`src/rtl/mi3_mul.sv`:
```
// Two-stage signed multiplier split into two partial products on operand b.
module mi3_mul #(
  parameter int AW = 32,
  parameter int BW = 32,
  parameter int LW = 16
) (
  input  logic                    clk,
  input  logic                    en,
  input  logic signed [AW-1:0]    a,
  input  logic signed [BW-1:0]    b,
  output logic signed [AW+BW-1:0] p
);
  localparam int PW  = AW + BW;
  localparam int PLW = AW + LW + 1;
  localparam int PHW = AW + BW - LW;

  logic signed [PLW-1:0] pl_r, pl_nxt;
  logic signed [PHW-1:0] ph_r, ph_nxt;
  logic signed [PW-1:0]  p_r, p_nxt;

  // Form partial products on the low unsigned and high signed slices of b
  always_comb begin
    pl_nxt = a * $signed({1'b0, b[LW-1:0]});
    ph_nxt = a * $signed(b[BW-1:LW]);
    p_nxt  = (PW'(ph_r) <<< LW) + PW'(pl_r);
  end

  // Advance both stages together
  always_ff @(posedge clk) begin
    if (en) begin
      pl_r <= pl_nxt;
      ph_r <= ph_nxt;
      p_r  <= p_nxt;
    end
  end

  assign p = p_r;

endmodule

```
`config.mk`:
```
export PLATFORM = sky130hd
export DESIGN_NAME = mi3_mul
export DESIGN_NICKNAME = d
export VERILOG_FILES = /design/src/rtl/mi3_mul.sv
export SDC_FILE = /design/constraint.sdc
export NUM_CORES = 2
export LEC_CHECK = 0
export ABC_AREA = 1
export BUFFER_PORTS_ARGS = -buffer_cell sky130_fd_sc_hd__buf_2
export CELL_PAD_IN_SITES_DETAIL_PLACEMENT = 0
export CELL_PAD_IN_SITES_GLOBAL_PLACEMENT = 1
export CORE_AREA = 2 2 336 338
export DETAILED_ROUTE_END_ITERATION = 10
export DIE_AREA = 0 0 338 340
export GPL_ROUTABILITY_DRIVEN = 0
export MAX_ROUTING_LAYER = met4
export PLACE_DENSITY_LB_ADDON = 0.1
export SLEW_MARGIN = 20
export SYNTH_ARGS = -nofsm -noshare
export SYNTH_HDL_FRONTEND = slang
export SYNTH_SLANG_ARGS = --single-unit
```
`constraint.sdc`:
```
create_clock -name clk -period 9.76 [get_ports clk]
set_input_delay 0.976 -clock clk [delete_from_list [all_inputs] [get_ports clk]]
set_output_delay 0.976 -clock clk [all_outputs]
set_load 0.02 [all_outputs]
```
---- Yosys cells after proc, flatten, opt, wreduce, memory -nomap -nowiden ----
Cells that the tools add are included.
word-level totals
  bits in registers ....................... 161
  bits of input ports ..................... 66
  logic and storage cells ................. 6
cells by class
  add/subtract/negate cells ............... 1
  multipliers ............................. 2
operators with widths
  cell                                            count
  64-bit by 49-bit adder with 64-bit output       1
  32-bit by 17-bit multiplier with 49-bit output  1
  32-bit by 16-bit multiplier with 48-bit output  1

---- Longest topological paths before layout ----
  word-level depth ........................ 1
  depth in mapped cells ................... 28
  depth with buffers taken out ............ 27

---- Worst setup path after synthesis ----
OpenSTA, ideal clock, no wires.
  kind .................................... input to register
  start ................................... input a[31]
  end ..................................... register pl_r[48] (data pin)
  setup time .............................. 0.254 ns
  arrival time ............................ 5.993 ns
  slack ................................... 3.513 ns
  cell stages on the path ................. 21
  path buffers ............................ 1
  cells stage by stage .................... clkbuf_1 nand2_1 fa_1 inv_1 fa_1 inv_1 fa_1 fa_1 fa_1 fa_1 inv_1 ha_1 nand2_1 nor2_1 nand2_1 inv_1 nand2_1 nor2_1 nand2_1 nand4_1 nand2_1
between the ends
  cells in the longest elaborated chain, start to end .. 1
RTL lines
  element                                         RTL line  source
  start: declaration                              9         input logic signed [AW-1:0] a,
  32-bit by 17-bit multiplier with 49-bit output  23        pl_nxt = a * $signed({1'b0, b[LW-1:0]});
  net pl_nxt[48]                                  17        logic signed [PLW-1:0] pl_r, pl_nxt;
  end signal: assignment                          31        pl_r <= pl_nxt;
  end: declaration                                17
The timed path passes the listed nets, and every way through them passes these cells.
A chain may end at the register's enable or synchronous reset.

---- Worst setup path after layout ----
  start ................................... input b[3]
  end ..................................... register pl_r[39] (data pin)
between the ends
  cells in the longest elaborated chain, start to end .. 1
RTL lines
  element                                         RTL line  source
  start: declaration                              10        input logic signed [BW-1:0] b,
  32-bit by 17-bit multiplier with 49-bit output  23
  net pl_nxt[39]                                  17
The timed path passes the listed nets, and every way through them passes these cells.

==> out/qor.yml <==
finish:
  fin_nets: 7926
  utilization: 0.459
  fin_area_mm2: 0.0512
  stdcell_count: 8120
  syn_to_final_growth_pct: 5.14
  layout-drive-gt1-share: 0.0428
timing:
  fin_setup_tns_ns: 0
  post-route-period-util: 0.712
  setup_viol: 0
  final-max-slew-violation-count: 0
  min_period_ns: 6.94
  hold_violations: 0
  max_freq_mhz: 144
  worstMarginPinSlew_ns: 1.04
  slew_headroom: 0.307
  rsz0062_at_grt: "no"
  skew_ns: 0.0134
floorplan:
  ios: 130
  start_util: 0.437
  fp.dieH_um: 340
  num_rows: 123
  die_w_um: 338
  die_area_mm2: 0.115
  core-area_mm2: 0.112
status:
  status: "complete, no violations"
setup_path:
  required_ns: 9.97
  path_common_cell: "fa_1"
  critPathKind: "in -> reg"
  critPathMaxStageDelay_ns: 0.66
  end_kind: "flip-flop"
  start_kind: "input port"
  slowest_stage: "buf_2"
  cp.arrival_ns: 7.15
  critPathMaxFanout: 32
  path_cells: "buf_2, nand2_1, fa_1, inv_1, fa_1, fa_1, fa_1, fa_1, fa_1, ha_1, nand2_1, nor2_1, nand2_1, nor2_1, nand3b_1, nand4_1, nand2_1"
flow_run:
  maxCapViolations: 0
clock_network:
  cts_resized: 0
  cts_tree: "built"
  cts_inserted_buffers: 17
  clk_pin_slew_ns: 0.07
  post-cts-setup-buffers: 0
  ctsHtreeMaxLevel: 4
  cts.sinks: 161
  cts-root-buf: "clkbuf_16"
  cts_hold_repair.buffers: 0
  clk_latency_ns: 0.48
  clockBufferDepth: 2
detailed_routing:
  vias: 38749
  firstDrtPassIters: 6
  postRouteAntennaNets: 0
  vias_per_cell: 4.77
  wl_um: 147000
  drtIter0Drc: 2682
  wire_per_inst_um: 18.1
  route.detailed.drc: 0
global_route:
  antenna_found_initial: 1
  grt_pass1_vias: 40318
  grt.overflow.total: 0
  grt.total_usage: 0.277
  grt_max_degree: 88
  grt_pass1_wl_um: 236000
synthesis:
  synthTopCellsByArea: "fa_1 (40%), nand2_1 (17%), inv_1 (16%), edfxtp_1 (9.9%), ha_1 (7.1%)"
  ys_warn_count: 0
  yosysSeqAreaShare: 0.0993
  postSynthNetCount: 7952
  ys_types: 28
  synth_area_mm2: 0.0487
  yosysTopAreaCell: "fa_1"
  syn_area_per_cell_um2: 7.34
  synth_cells: 6632
  synth_top_cell_area_share: 0.401
  ys_ff_latch: 161
placed_design:
  placed_cells: 8087
  dpl.hpwl_um: 123000
  place_area_mm2: 0.0507
  port_buffers: 129
worst_hold_path:
  hp-class: "reg -> reg"
==> worst paths after layout <==
| path | startpoint | end | slack [ns] | depth (start not counted) |
|---|---|---|---|---|
| max | b[3] | pl_r[39] | 2.82 | 17 |
| min | pl_r[15] | p[15] | 0.42 | 0 |
| max reg2reg | pl_r[48] | p[54] | 6.70 | 8 |
| min reg2reg | pl_r[15] | p[15] | 0.42 | 0 |
==> per-stage QoR <==
stage	setup WS, ns	hold slack (ns)
floorplan	3.51	0.400
global placement	2.38	0.400
detailed placement	2.38	0.405
CTS	2.90	0.420
global route	2.53	0.424
finish	2.82	0.421
==> metal layers <==
metal | vias to the layer above | share of wire | global-route usage
met5 | - | 0 | -
li1 | 18447 | - | -
met4 | 0 | 0.018 | 0.0503
met2 | 955 | 0.44 | 0.420
met1 | 19245 | 0.49 | 0.408
met3 | 102 | 0.052 | 0.0228
==> flip-flops by register name, indices dropped and copies added, names as in the netlist <==
signal and count:
p 64, ph_r 48, pl_r 49
==> area by class of cell <==
class	instances	area, µm²
inverter	2109	7920
antenna	2	5.00
timing repair buffer	147	787
sequential	161	4830
fill	11635	60400
multi-input combinational	4170	35200
clock buffer	17	425
clock inverter	14	133
tap	1500	1880
==> critical path: cells and delay by family <==
family / cells / cell delay (ns)
buffers and inverters: 2 / 0.72
adders and majority gates: 7 / 3.68
and+or+nand+nor: 8 / 1.70
==> Yosys cell counts <==
cell / count
nand2_1: 2198
inv_1: 2088
fa_1: 976
ha_1: 278
nor2_1: 217
clkbuf_1: 192
nand3_1: 163
edfxtp_1: 161
a21oi_1: 81
xor2_1: 80
nand4_1: 39
nor2_2: 32
nand2_2: 26
inv_2: 18
nor3_1: 16
nand3_2: 10
nor2_4: 9
o21bai_1: 8
nand3b_1: 7
o21a_1: 7
or2_2: 6
nor3_2: 5
xnor2_1: 5
clkinv_1: 3
a21o_1: 2
and2_1: 2
o21ai_0: 2
o211ai_2: 1
==> kinds of logic (layout without fill, tap and decap cells) <==
kind of cell             after synthesis  in the layout  share of synthesized area
AND/OR/NAND/NOR                     2730           2730                      0.224
flip-flops                           161            161                     0.0993
AO/OA/AOI/OAI                        101            101                     0.0114
buffers and inverters               2301           2287                      0.177
XOR/XNOR                              85             85                     0.0153
other                                  0              2                          0
adder cells (fa/ha/maj)             1254           1254                      0.473
==> cells in the final DEF, fill, tap and decap left out, types with 4 or more instances in the layout <==
cell type and instances:
inv_1 2088, nand4_1 39, clkinv_1 5, xor2_1 80, nor2_4 9, o21bai_1 8, edfxtp_1 161, fa_1 976
nand2_1 2198, nand3_2 10, nand2_2 26, nand3b_1 7, nor3_2 5, ha_1 278, or2_2 6, buf_4 18
xnor2_1 5, clkbuf_16 17, nor3_1 16, nand3_1 163, inv_2 18, buf_2 128, a21oi_1 81, nor2_1 217
nor2_2 32, clkinv_4 4, o21a_1 7
Power is not shown: default switching activity piles up to over one toggle a cycle in this logic, so the estimate is an artifact.
